--- src/bdc_pkg.sv ---
// shared types and constants for the button debounce and click detector
`timescale 1ns / 1ps
package bdc_pkg;

	localparam int BUTTON_COUNT = 8;
	localparam int BTN_BITS = $clog2(BUTTON_COUNT);
	localparam int TIME_BITS = 32;
	localparam int MAX_EVENTS = 3;
	localparam int CNT_BITS = $clog2(MAX_EVENTS + 1);
	localparam int CFG_IDX_BITS = 3;
	localparam int CFG_DATA_BITS = 16;

	typedef logic [BTN_BITS-1:0] btn_idx_t;
	typedef logic [TIME_BITS-1:0] time_t;
	typedef logic [CNT_BITS-1:0] ev_cnt_t;

	// configuration register indexes
	typedef enum logic [CFG_IDX_BITS-1:0] {
		REG_DEBOUNCE     = 3'd0,
		REG_LONG_PRESS   = 3'd1,
		REG_DOUBLE_CLICK = 3'd2,
		REG_ACTIVE_LOW   = 3'd3,
		REG_ENABLE       = 3'd4
	} cfg_reg_t;

	// event codes
	typedef enum logic [2:0] {
		EV_PRESSED  = 3'd0,
		EV_RELEASED = 3'd1,
		EV_CLICK    = 3'd2,
		EV_DOUBLE   = 3'd3,
		EV_LONG     = 3'd4
	} event_kind_t;

	// per-button state word held in the state memory
	typedef struct packed {
		logic  stable_pressed;
		logic  change_pending;
		time_t change_start_ms;
		time_t press_start_ms;
		time_t release_at_ms;
		logic  long_reported;
		logic  click_pending;
	} btn_state_t;

endpackage

--- src/bdc_state_ram.sv ---
// per-button state memory with registered read and per-entry valid bits
`timescale 1ns / 1ps
module bdc_state_ram (
	input  logic                clk,
	input  logic                arst_n,
	input  logic                rd_en,
	input  bdc_pkg::btn_idx_t   rd_addr,
	output bdc_pkg::btn_state_t rd_data,
	input  logic                wr_en,
	input  bdc_pkg::btn_idx_t   wr_addr,
	input  bdc_pkg::btn_state_t wr_data
);
	import bdc_pkg::*;

	btn_state_t                mem [BUTTON_COUNT];
	btn_state_t                rd_q;
	logic [BUTTON_COUNT-1:0]   vld_q;
	logic                      rd_vld_q;

	// storage array, read-old on a same-cycle collision
	always_ff @(posedge clk) begin
		if (wr_en) begin
			mem[wr_addr] <= wr_data;
		end
		if (rd_en) begin
			rd_q <= mem[rd_addr];
		end
	end

	// entry valid bits, an unwritten entry reads as the reset state
	always_ff @(posedge clk or negedge arst_n) begin
		if (!arst_n) begin
			vld_q    <= '0;
			rd_vld_q <= 1'b0;
		end else begin
			if (wr_en) begin
				vld_q[wr_addr] <= 1'b1;
			end
			if (rd_en) begin
				rd_vld_q <= vld_q[rd_addr];
			end
		end
	end

	assign rd_data = rd_vld_q ? rd_q : '0;

endmodule

--- src/button_debounce_click_detector_core.sv ---
// Debounce and click detection for up to eight buttons polled through one
// port. An accepted poll reads its button's state word from the state memory
// in the next cycle, is evaluated and written back when the evaluation stage
// fires, and leaves its zero to three events in a small event register that
// sends one event per cycle while out_ready is high. A poll is taken every
// cycle while the event register is empty or holds only its last event and
// out_ready is high. Back-to-back polls of the same button are forwarded
// around the memory. Times wrap modulo 2^32.
`timescale 1ns / 1ps
module button_debounce_click_detector_core (
	input  logic                                clk,
	input  logic                                arst_n,
	// poll channel
	input  logic                                in_valid,
	output logic                                in_ready,
	input  bdc_pkg::btn_idx_t                   button_index,
	input  logic                                raw_level,
	input  bdc_pkg::time_t                      now_ms,
	// event channel
	output logic                                out_valid,
	input  logic                                out_ready,
	output bdc_pkg::btn_idx_t                   event_button,
	output logic [2:0]                          event_kind,
	output logic                                last_event,
	// configuration
	input  logic                                cfg_we,
	input  logic [bdc_pkg::CFG_IDX_BITS-1:0]    cfg_index,
	input  logic [bdc_pkg::CFG_DATA_BITS-1:0]   cfg_data
);
	import bdc_pkg::*;

	logic [9:0]              debounce_q;
	logic [15:0]             long_press_q;
	logic [15:0]             double_click_q;
	logic [BUTTON_COUNT-1:0] active_low_q;
	logic [BUTTON_COUNT-1:0] enable_q;

	logic                   valid_s1;
	btn_idx_t               btn_s1;
	logic                   lvl_s1;
	time_t                  now_s1;

	logic                   fwd_hit_q;
	btn_state_t             fwd_data_q;

	event_kind_t            ev_q [MAX_EVENTS];
	ev_cnt_t                ev_cnt_q;
	btn_idx_t               ev_btn_q;

	btn_state_t             rd_data;
	btn_state_t             cur;
	btn_state_t             nxt;
	event_kind_t            ev_new [MAX_EVENTS];
	ev_cnt_t                n_new;
	logic                   pressed;
	logic                   enabled;
	logic                   fire;
	logic                   accept;
	logic                   pop;
	logic                   wr_en;
	time_t                  held;

	// configuration registers
	always_ff @(posedge clk or negedge arst_n) begin
		if (!arst_n) begin
			debounce_q     <= 10'd50;
			long_press_q   <= 16'd1000;
			double_click_q <= 16'd300;
			active_low_q   <= '1;
			enable_q       <= '0;
		end else if (cfg_we) begin
			unique case (cfg_index)
				REG_DEBOUNCE:     debounce_q     <= cfg_data[9:0];
				REG_LONG_PRESS:   long_press_q   <= cfg_data[15:0];
				REG_DOUBLE_CLICK: double_click_q <= cfg_data[15:0];
				REG_ACTIVE_LOW:   active_low_q   <= cfg_data[BUTTON_COUNT-1:0];
				REG_ENABLE:       enable_q       <= cfg_data[BUTTON_COUNT-1:0];
				default: ;
			endcase
		end
	end

	// handshake and stage control
	assign pop      = out_valid && out_ready;
	assign fire     = valid_s1 && ((ev_cnt_q == '0) || ((ev_cnt_q == ev_cnt_t'(1)) && out_ready));
	assign in_ready = !valid_s1 || fire;
	assign accept   = in_valid && in_ready;
	assign enabled  = enable_q[btn_s1];
	assign wr_en    = fire && enabled;

	// state memory
	bdc_state_ram u_ram (
		.clk     (clk),
		.arst_n  (arst_n),
		.rd_en   (accept),
		.rd_addr (button_index),
		.rd_data (rd_data),
		.wr_en   (wr_en),
		.wr_addr (btn_s1),
		.wr_data (nxt)
	);

	// evaluation stage registers
	always_ff @(posedge clk or negedge arst_n) begin
		if (!arst_n) begin
			valid_s1  <= 1'b0;
			fwd_hit_q <= 1'b0;
		end else begin
			if (accept) begin
				valid_s1  <= 1'b1;
				fwd_hit_q <= wr_en && (btn_s1 == button_index);
			end else if (fire) begin
				valid_s1 <= 1'b0;
			end
		end
	end

	always_ff @(posedge clk) begin
		if (accept) begin
			btn_s1     <= button_index;
			lvl_s1     <= raw_level;
			now_s1     <= now_ms;
			fwd_data_q <= nxt;
		end
	end

	// read-modify-write of one button's state
	always_comb begin
		cur     = fwd_hit_q ? fwd_data_q : rd_data;
		nxt     = cur;
		n_new   = '0;
		held    = now_s1 - cur.press_start_ms;
		for (int i = 0; i < MAX_EVENTS; i++) begin
			ev_new[i] = EV_PRESSED;
		end
		pressed = active_low_q[btn_s1] ? !lvl_s1 : lvl_s1;

		// double-click window expiry
		if (cur.click_pending &&
		    ((now_s1 - cur.release_at_ms) > time_t'(double_click_q))) begin
			nxt.click_pending = 1'b0;
			ev_new[n_new]     = EV_CLICK;
			n_new             = n_new + ev_cnt_t'(1);
		end

		// debounce
		if (pressed != cur.stable_pressed) begin
			if (!cur.change_pending) begin
				nxt.change_pending  = 1'b1;
				nxt.change_start_ms = now_s1;
			end
			if ((now_s1 - nxt.change_start_ms) >= time_t'(debounce_q)) begin
				nxt.change_pending = 1'b0;
				nxt.stable_pressed = pressed;
				if (pressed) begin
					nxt.press_start_ms = now_s1;
					nxt.long_reported  = 1'b0;
					ev_new[n_new]      = EV_PRESSED;
					n_new              = n_new + ev_cnt_t'(1);
				end else begin
					nxt.release_at_ms = now_s1;
					ev_new[n_new]     = EV_RELEASED;
					n_new             = n_new + ev_cnt_t'(1);
					if (!cur.long_reported && (held < time_t'(long_press_q))) begin
						if (nxt.click_pending) begin
							nxt.click_pending = 1'b0;
							ev_new[n_new]     = EV_DOUBLE;
							n_new             = n_new + ev_cnt_t'(1);
						end else begin
							nxt.click_pending = 1'b1;
						end
					end
				end
			end
		end else begin
			nxt.change_pending = 1'b0;
		end

		// long press
		if (nxt.stable_pressed && !nxt.long_reported &&
		    ((now_s1 - nxt.press_start_ms) >= time_t'(long_press_q))) begin
			nxt.long_reported = 1'b1;
			ev_new[n_new]     = EV_LONG;
			n_new             = n_new + ev_cnt_t'(1);
		end
	end

	// event register, drained one item per cycle while out_ready is high
	always_ff @(posedge clk or negedge arst_n) begin
		if (!arst_n) begin
			ev_cnt_q <= '0;
		end else if (fire && enabled && (n_new != '0)) begin
			ev_cnt_q <= n_new;
		end else if (pop) begin
			ev_cnt_q <= ev_cnt_q - ev_cnt_t'(1);
		end
	end

	always_ff @(posedge clk) begin
		if (fire && enabled && (n_new != '0)) begin
			ev_btn_q <= btn_s1;
			for (int i = 0; i < MAX_EVENTS; i++) begin
				ev_q[i] <= ev_new[i];
			end
		end else if (pop) begin
			for (int i = 0; i < MAX_EVENTS - 1; i++) begin
				ev_q[i] <= ev_q[i+1];
			end
		end
	end

	// output channel
	assign out_valid    = (ev_cnt_q != '0);
	assign event_button = ev_btn_q;
	assign event_kind   = ev_q[0];
	assign last_event   = (ev_cnt_q == ev_cnt_t'(1));

endmodule

--- config.mk ---
export PLATFORM = sky130hd
export DESIGN_NAME = button_debounce_click_detector_core
export DESIGN_NICKNAME = d
export VERILOG_FILES = /design/src/bdc_pkg.sv /design/src/bdc_state_ram.sv /design/src/button_debounce_click_detector_core.sv
export SDC_FILE = /design/constraint.sdc
export NUM_CORES = 1
export LEC_CHECK = 0
export BUFFER_PORTS_ARGS = -buffer_cell sky130_fd_sc_hd__buf_2
export CAP_MARGIN = 20
export CORE_MARGIN = 2
export CORE_UTILIZATION = 64
export CTS_BUF_LIST = sky130_fd_sc_hd__clkbuf_4
export CTS_CLUSTER_SIZE = 14
export DETAILED_ROUTE_END_ITERATION = 6
export PLACE_DENSITY_LB_ADDON = 0.05
export SYNTH_ARGS = -nofsm -noshare
export SYNTH_HDL_FRONTEND = slang
export SYNTH_SLANG_ARGS = --single-unit
--- constraint.sdc ---
create_clock -name clk -period 11.25 [get_ports clk]
set_input_delay 1.125 -clock clk [delete_from_list [all_inputs] [get_ports clk]]
set_output_delay 1.125 -clock clk [all_outputs]
set_load 0.005 [all_outputs]
# Word level (Yosys, flattened, before mapping)
# Memory sizes are Yosys's and may differ from the RTL's. A register that Yosys moved wholly into a read port is not among the register bits.
# Index checks and enable logic that the tools add are counted.
[op_classes]
add_sub_neg = 8
muxes = 59
reduce_logical = 32
eq_ne = 7
order_cmp = 13
bitwise = 17
[ops]
columns = ["cell", "n"]
rows = [
  ["two-way mux 100 bit", 2],
  ["subtractor 32 bit", 4],
  ["two-way mux 98 bit", 1],
  ["two-way mux 32 bit", 3],
  ["two-way mux 66 bit", 1],
  ["two-way mux 9 bit", 6],
  ["two-way mux 33 bit", 1],
  [">= comparator 32 x 10 -> 1 bit", 1],
  [">= comparator 32 x 16 -> 1 bit", 1],
  ["greater-than comparator 32 x 16 -> 1 bit", 1],
  ["< comparator 32 x 16 -> 1 bit", 1],
  ["two-way mux 1 bit", 23],
  ["two-way mux 2 bit", 10],
  ["demux 3 bit (select 2 bit)", 3],
  ["logical AND 1 bit", 15],
  ["two-way mux 3 bit", 5],
  ["NOT 6 bit", 2],
  ["AND reduction 2 bit", 5],
  ["bitwise AND 9 bit", 1],
  ["binary-select mux 1 bit (select 3 bit)", 3],
  [">= comparator 3 bit, second input constant", 3],
  ["< comparator 3 x 1 -> 1 bit, second input constant", 3],
  ["NOT 2 -> 3 bit", 3],
  ["NOT 9 bit", 1],
  ["other kinds (24)", 37],
]
[word_totals]
memories = 2
mem_bits_rw = 809
regBits = 210
[mem_list]
columns = ["memory", "depth", "word_bits", "rd", "rd_ports_with_merged_regs", "write_ports", "line", "source"]
rows = [
  ["u_ram.mem", 8, 100, 1, 1, 1, "bdc_state_ram.sv:15", "btn_state_t mem [BUTTON_COUNT];"],
  ["ev_q", 3, 3, 3, 0, 3, "button_debounce_click_detector_core.sv:46", "event_kind_t ev_q [MAX_EVENTS];"],
]

# Depth between registers and ports, before layout
# Gate-level depths: netlist (run 1).
[logic_depth]
ltp_word = 22
mapped_depth = 55
ltp_nobuf = 50

# Hierarchy
# Synthesis (run 1) repeated with hierarchy kept, for this count alone.
[hier_totals]
cells_unflattened = 3566
hier_area_um2 = 53500.1
[modules_own_cells]
columns = ["mod", "cells_each", "instances", "area_per_inst_um2", "seq_area_each_um2"]
rows = [
  ["bdc_state_ram", 1404, 1, 34376.7, 27251.1],
  ["button_debounce_click_detector_core", 2162, 1, 19123.3, 5992.0],
]

# Worst setup path after synthesis (run 1)
# OpenSTA, ideal clock, no wires.
[synth_timing]
path_type = "register to register"
startpoint = "register fwd_hit_q"
endpoint = "memory ev_q[0][0] in the netlist's numbering (data pin)"
setup_ns = 0.260
stages_incl_launch_ff = 52
slack_ns = 0.916
synth_period_minus_slack_ns = 10.334
t_arrival_ns = 10.073
cell_sequence = "dfrtp_1 > buf_6 > buf_6 > o21ai_2 > buf_4 > clkbuf_1 > clkbuf_1 > a21oi_1 > ha_1 > fa_1 > inv_1 > a31oi_1 > o21bai_1 > nand3_1 > o21ai_1 > xor2_1 > ha_1 > a211oi_1 > [... 16 more ...] > a21oi_1 > a21oi_1 > a2bb2oi_1 > a21oi_1 > xor2_1 > ha_1 > a21o_1 > a21o_1 > a21oi_1 > o31ai_1 > a2111oi_0 > o2111ai_1 > a21oi_1 > o211ai_1 > nor4_2 > a21bo_4 > o2111ai_4 > mux2_4"
[synth_lines]
columns = ["item", "line", "source"]
rows = [
  ["start, declared", "button_debounce_click_detector_core.sv:43", "logic fwd_hit_q;"],
  ["start signal, assigned", "button_debounce_click_detector_core.sv:111", "fwd_hit_q <= wr_en && (btn_s1 == button_index);"],
  ["end, declared", "button_debounce_click_detector_core.sv:46", ""],
]

==> results of run 1 <==
[final timing paths]
path	end	slack (ns)	depth (start not counted)
setup / recovery	ev_q[0][4]	0.77	35
hold / removal	lvl_s1	0.11	1
setup reg to reg	ev_q[0][4]	0.77	35
hold reg to reg	u_ram.vld_q[2]	0.48	1
max in group asynchronous	double_click_q[14]	9.64	3
min in group asynchronous	u_ram.vld_q[0]	0.40	2
[routing by layer]
metal  global-route usage  vias to the layer above
met5                    0                        -
met2                0.537                     1924
met3               0.0665                      338
met4                0.149                        0
met1                0.459                    17200
li1                     -                    14900
[worst max-delay path, delay by kind of cell, from the launching register on]
| kind | cells | cell delay [ns] |
|---|---|---|
| buf+inv | 4 | 1.02 |
| fa+ha+maj | 2 | 1.00 |
| flops | 1 | 0.57 |
| compound gates | 14 | 3.26 |
| mux | 1 | 0.36 |
| simple gates | 14 | 3.92 |
[cells in the final DEF (no fill, tap or decap), drive strengths merged, types with 81 or more instances in the layout]
| cell | count |
|---|---|
| mux4 | 205 |
| a21o | 81 |
| inv | 125 |
| ha | 181 |
| nand2 | 211 |
| edfxtp | 1047 |
| a21oi | 182 |
| nor2 | 169 |
| o21ai | 178 |
| a22oi | 96 |
| clkbuf | 421 |
| buf | 139 |
| mux2 | 127 |
[flip-flops by register name, indices dropped and copies added (netlist names), 2 cells and up]
name            cells
u_ram.vld_q         8
debounce_q         10
fwd_data_q        100
long_press_q       16
u_ram.mem         800
ev_q                8
now_s1             32
event_button        3
double_click_q     16
u_ram.rd_q        100
active_low_q        8
ev_cnt_q            2
btn_s1              3
enable_q            8
[kinds of logic after synthesis]
group	after synthesis
compound gates	810
xor+xnor	76
fa+ha+maj	191
buf+inv	296
flops	1118
mux	371
other cells	1
simple gates	714
[final cells by class]
cell class / instances / area [µm²]
multi-input cells: 2163 / 18700
diodes: 6 / 15.0
fillers: 5296 / 23800
repair buffers: 144 / 993
clock inverters: 67 / 309
flip-flops and latches: 1118 / 33200
well taps: 1070 / 1340
clock buffers: 418 / 3140
inverters: 120 / 458
[where the power goes]
part,switching (mW),internal [mW]
logic,4.56,2.25
registers,0.251,5.92
clock network,1.58,1.74
[what timing repair did]
action	in CTS	in global routing
endpoints found under the hold margin	12	0
hold buffers	2	0
setup buffers	0	1
endpoints found under the setup margin	0	29
resized for setup	0	14
==> metrics.md, run 1 <==
| Metric | Value |
|---|---|
| Outcome | finished, violations left |
| Failing checks | DRC |
| Hpwl dp | 93400 µm |
| Syn_nets | between 3000 and 4000 |
| DR vias/cell | 6.72 |
| Slew Limit Headroom | 0.249 |
| Clock Path Buffers | 4 |
| Die Footprint | 85100 µm² |
| Max Fclk | 95.4 MHz |
| Synth Cell Area | 53000 µm² |
| First-pass GRT wire length | between 200000 and 250000 µm |
| Top cells by count, synth | edfxtp_1, nand2_1, mux4_2 |
| Number of max-cap violations | 0 |
| Hold slack | 0.114 ns |
| Initial Util | 0.646 |
| RSZ-0062 raised after global routing | no |
| I/O pin total | 69 |
| Synthesized flop and latch total | 1118 |
| Post-synth EDFFs | 1047 |
| Aggregate global routing overflow | 0 |
| Clk_skew | 0.0806 ns |
| Row count | about 110 |
| Die height | 292 µm |
| Initial DRC count | approximately 3600 |
| Sequential element share of the synthesized area | 0.628 |
| Layout Nets | around 4100 |
| Post-synthesis xor/xnor area fraction | 0.0126 |
| Post-Route WL | 142000 µm |
| Vias in the first global route | 34600 |
| Worst Tran Pin Value | 1.11 ns |
| Clock Sinks | 1118 |
| Placed Cells | 4609 |
| Post-synthesis mux area share | 0.122 |
| Via count | 34300 |
| Fin crit period | 10.48 ns |
| Reg clk slew, reported paths | 0.07 ns |
| Layout cells sized above 1 | 0.249 |
| Synth area leaders | edfxtp_1, mux4_2, ha_1 |
| Placed cell area | 54600 µm² |
| Placer Congestion | 0.971 |
| CP Launch Point | fwd_hit_q |
| Power Dens Cells | 280 nW/µm² |
| Post-synthesis cell type count | 110 |
| DR pass1 iterations | 7 |
| RR Startpoint | fwd_hit_q |
| Synth Area in Adders | 0.0454 |
| CTS H-tree depth | 5 |
| Crit-path max FO | 33 |
| Largest net degree at the start of global routing | 105 |
| Clk_lat worst skew | 1.20 ns |
| Final setup margin | 0.770 ns |
| Wirelength per Cell | 27.9 µm |
| Largest stage delay, worst path | 0.57 ns |
| Cts bufs inserted | 290 |
| Die width | 292 µm |
| Setup_tns | 0 ns |
| Peak supply drop | roughly 0.15 mV |
| Largest area contributor in the netlist | edfxtp_1 |
| Slowest cell on the critical path | dfrtp_4 |
| Port bufs | between 60 and 70 |
| Top_reg_cell synth | edfxtp_1 |
| Slew Limit Fails | 0 |
| HP Start | raw_level |
| Core box area | 82000 µm² |
| Final design utilization | 0.710 |
| Setup-failing EPs final | 0 |
| Initial antenna violation count | 3 |
| Post-synthesis cell count | 3577 |
| CTS tree | yes |
| LEAKAGE | 20.6 nW |
| Hold Path Class | primary input to flop |
| Post-route DRC | 3 |
| Area Overhead vs Synth | 9.86% |
| Wire length on met3 | 13000 µm |
| M1 WL | 55900 µm |
| Pwr Total | 16.3 mW |
| Asr flop ratio synth | 0.0635 |
| ANT nets after route | 0 |
| Top Metal Used | met4 |
| Most common cell in the synthesized netlist | edfxtp_1 |
| Simple-gate share of the synthesized area | 0.0667 |
| Clock root cell | clkbuf_4 |
| Average size of a mapped cell | between 10 and 15 µm² |
| Final instance area | 58200 µm² |
| Tcrit/Tclk final | 0.932 |
| Ys Warns | 0 |
| Synth top area share | 0.593 |
| Detailed-routed wire length on met2 | 67600 µm |
| GRT Total Usage | 0.337 |
| Non-Filler Instances | approximately 5100 |
| Final hold viol count | 0 |
| WP data arrival | 11.39 ns |
| Main combinational cell family by area after synthesis | multiplexers |
| Req. time, crit path | 12.16 ns |
| Critical path capture point type | flop |
| Crit start category | flop |
| Setup WS pre-CTS | 0.336 ns |
| Synth Area in Compound Gates | 0.104 |
| WS Path Type | flop to flop |
No activity file was read; power rests on OpenSTA's default activity.
==> run 2: changes to the inputs <==
--- a/config.mk
+++ b/config.mk
@@ -7,6 +7,7 @@
 export LEC_CHECK = 0
 export BUFFER_PORTS_ARGS = -buffer_cell sky130_fd_sc_hd__buf_2
 export CAP_MARGIN = 20
+export CORE_ASPECT_RATIO = 0.7
 export CORE_MARGIN = 2
 export CORE_UTILIZATION = 64
 export CTS_BUF_LIST = sky130_fd_sc_hd__clkbuf_4
==> run 2 against run 1 <==
Compared with the run above:
- the flow still finishes with violations (DRC)
- combinational power increased by 0.7%
- clock skew grew 0.072 ns
- fmax decreased by 0.54%
- register-to-register slack got worse by 0.06 ns
- global-route usage up 1.2 points
- setup slack worse by 0.056 ns
- final cell count is 0.55% lower
- clock-buffer cell count decreased by 38
- via count up 0.39%
- sequential share of layout area increased by 0.17 points
- sequential power hardly changed
- largest cell class unchanged
==> metrics.md, run 2 (same netlist as run 1, synthesis figures left out) <==
| Metric | Value |
|---|---|
| Outcome | finished, violations left |
| Failing checks | DRC |
| Clock root cell | clkbuf_4 |
| Row count | between 80 and 90 |
| Initial DRC count | 4424 |
| Commonest cells after routing, fill and taps aside | edfxtp_1, clkbuf_4, nand2_1 |
| Hold Path Class | primary input to flop |
| Non-Filler Instances | 5078 |
| Req. time, crit path | 12.18 ns |
| DR pass1 iterations | 7 |
| Hpwl dp | ~97000 µm |
| First-pass GRT wire length | roughly 220000 µm |
| Post-Route WL | around 150000 µm |
| Largest net degree at the start of global routing | between 100 and 150 |
| Clk_lat worst skew | approximately 1.3 ns |
| Max FFs per register | 800 |
| Post-CTS Setup Inserts | 0 |
| DR vias/cell | 6.78 |
| LEAKAGE | 20.5 nW |
| Die Footprint | 85100 µm² |
| Met3 Track Usage GR | 0.0861 |
| Grt met1 use | 0.515 |
| ANT nets after route | 0 |
| CTS H-tree depth | 5 |
| Crit-path max FO | 20 |
| Critical path capture point type | flop |
| Clk_skew | 0.152 ns |
| Sequential power share | 0.380 |
| Setup_tns | 0 ns |
| RSZ-0062 raised after global routing | no |
| Initial Util | 0.645 |
| CTS tree | yes |
| Area Overhead vs Synth | 9.53% |
| Final instance area | 58000 µm² |
| Fin crit period | 10.54 ns |
| Core box area | 82100 µm² |
| Setup WS pre-CTS | about 0.19 ns |
| Post-route DRC | 8 |
| Initial antenna violation count | 13 |
| Number of max-cap violations | 0 |
| Placed cell area | between 50000 and 60000 µm² |
| Reg clk slew, reported paths | 0.07 ns |
| Aggregate global routing overflow | 0 |
| Final setup margin | 0.713 ns |
| GRT Max-Usage Layer | met2 |
| Die width | approximately 350 µm |
| Vias in the first global route | 34100 |
| Largest stage delay, worst path | 0.58 ns |
| P_sw | 6.44 mW |
| Commonest non-fill, non-tap cell in the layout | edfxtp_1 |
| Layout cells sized above 1 | 0.243 |
| Slew Limit Headroom | 0.108 |
| Via count | 34400 |
| Slew Limit Fails | 0 |
| CP Launch Point | fwd_hit_q |
| Clock Sinks | ~1100 |
| Top reg by flops | u_ram.mem |
| Hold slack | 0.114 ns |
| Cell Int Power | 9.84 mW |
| Worst Tran Pin Value | 1.34 ns |
| Layout Nets | 4070 |
| Cts bufs inserted | 278 |
| Switching part of the total | 0.396 |
| GRT Total Usage | 0.350 |
| Power Dens Cells | 281 nW/µm² |
| Wirelength per Cell | approximately 29 µm |
| Clock Power Share | 0.198 |
| I/O pin total | 69 |
| Comb pwr share | 0.421 |
| Die height | 245 µm |
| RR Startpoint | fwd_hit_q |
| WP data arrival | ~11 ns |
| WS Path Type | flop to flop |
| Placer Congestion | roughly 1.0 |
| Tcrit/Tclk final | 0.937 |
| Setup-failing EPs final | 0 |
| Slowest cell on the critical path | dfrtp_4 |
| Max Fclk | 94.9 MHz |
| Placed Cells | 4619 |
| Peak supply drop | 0.146 mV |
| Largest regs | u_ram.mem: 800 flops, fwd_data_q: 100 flops, u_ram.rd_q: 100 flops |
| Crit start category | flop |
| Clock Path Buffers | 4 |
| Final hold viol count | 0 |
| Met2 Resource Use GR | 0.520 |
| Port bufs | between 60 and 70 |
| Fill cell count | 5311 |
| HP Start | now_ms[6] |
==> run 2: cell count changes in the layout (fill, tap and decap cells not counted), sizes merged <==
| cell | delta |
|---|---|
| clkbuf | -39 |
| clkinv | -7 |
| bufinv | +3 |
| diode | +4 |
| buf | +1 |
==> run 2: power groups by stage <==
stage	combinational [mW]	clock (mW)	sequential [mW]
3_3_place_gp	6.51	0	6.23
4_1_cts	6.67	3.29	6.18
3_5_place_dp	6.64	0	6.27
6_report	6.86	3.23	6.19
2_1_floorplan	4.58	0	6.19
5_1_grt	7.46	3.49	6.23
==> run 2: worst paths after layout <==
path,depth (start not counted),slack [ns],end
max in group asynchronous,2,9.84,fwd_hit_q
worst min-delay path,1,0.11,now_s1[6]
min in group asynchronous,2,0.61,u_ram.vld_q[6]
worst max-delay path,45,0.71,ev_q[0][1]
worst max register to register,45,0.71,ev_q[0][1]
worst min register to register,1,0.46,u_ram.vld_q[1]
==> run 2: critical path, delay by kind of cell, from the launching register on <==
family | cells | cell delay, ns
mux | 2 | 0.82
flops | 1 | 0.58
fa+ha+maj | 6 | 1.80
buf+inv | 1 | 0.08
simple gates | 9 | 2.01
xor+xnor | 2 | 0.27
compound gates | 25 | 4.76
==> run 2: through the flow <==
stage,total power [mW],utilization
after global placement,12.7,0.666
after CTS,16.1,0.705
after detailed placement,12.9,0.666
after floorplan,10.8,-
after global routing,17.2,0.706
final,16.3,0.706
==> run 2: repair_timing <==
item	CTS	global route
hold buffers	2	0
hold endpoints to repair	6	0
gates resized for setup	0	14
endpoints found under the setup margin	0	29
==> run 2: final cells by class <==
| cell class | instances | area [µm²] | share of cell area |
|---|---|---|---|
| Inverter | 120 | 458 | 0.00789 |
| Clock buffer | 380 | 2850 | 0.0492 |
| Tap cell | 1080 | 1350 | 0.0233 |
| Clock inverter | 63 | 373 | 0.00643 |
| Timing Repair Buffer | 144 | 1020 | 0.0176 |
| Sequential cell | 1118 | 33200 | 0.573 |
| Antenna cell | 10 | 25.0 | 0.000431 |
| Multi-Input combinational cell | 2163 | 18700 | 0.322 |
==> run 2: routing by layer <==
layer / wire length, µm / part of all wire
met1: 60000 / 0.41
met2: 66100 / 0.45
met3: 16600 / 0.11
met4: 4150 / 0.028
met5: 11 / 0.000075
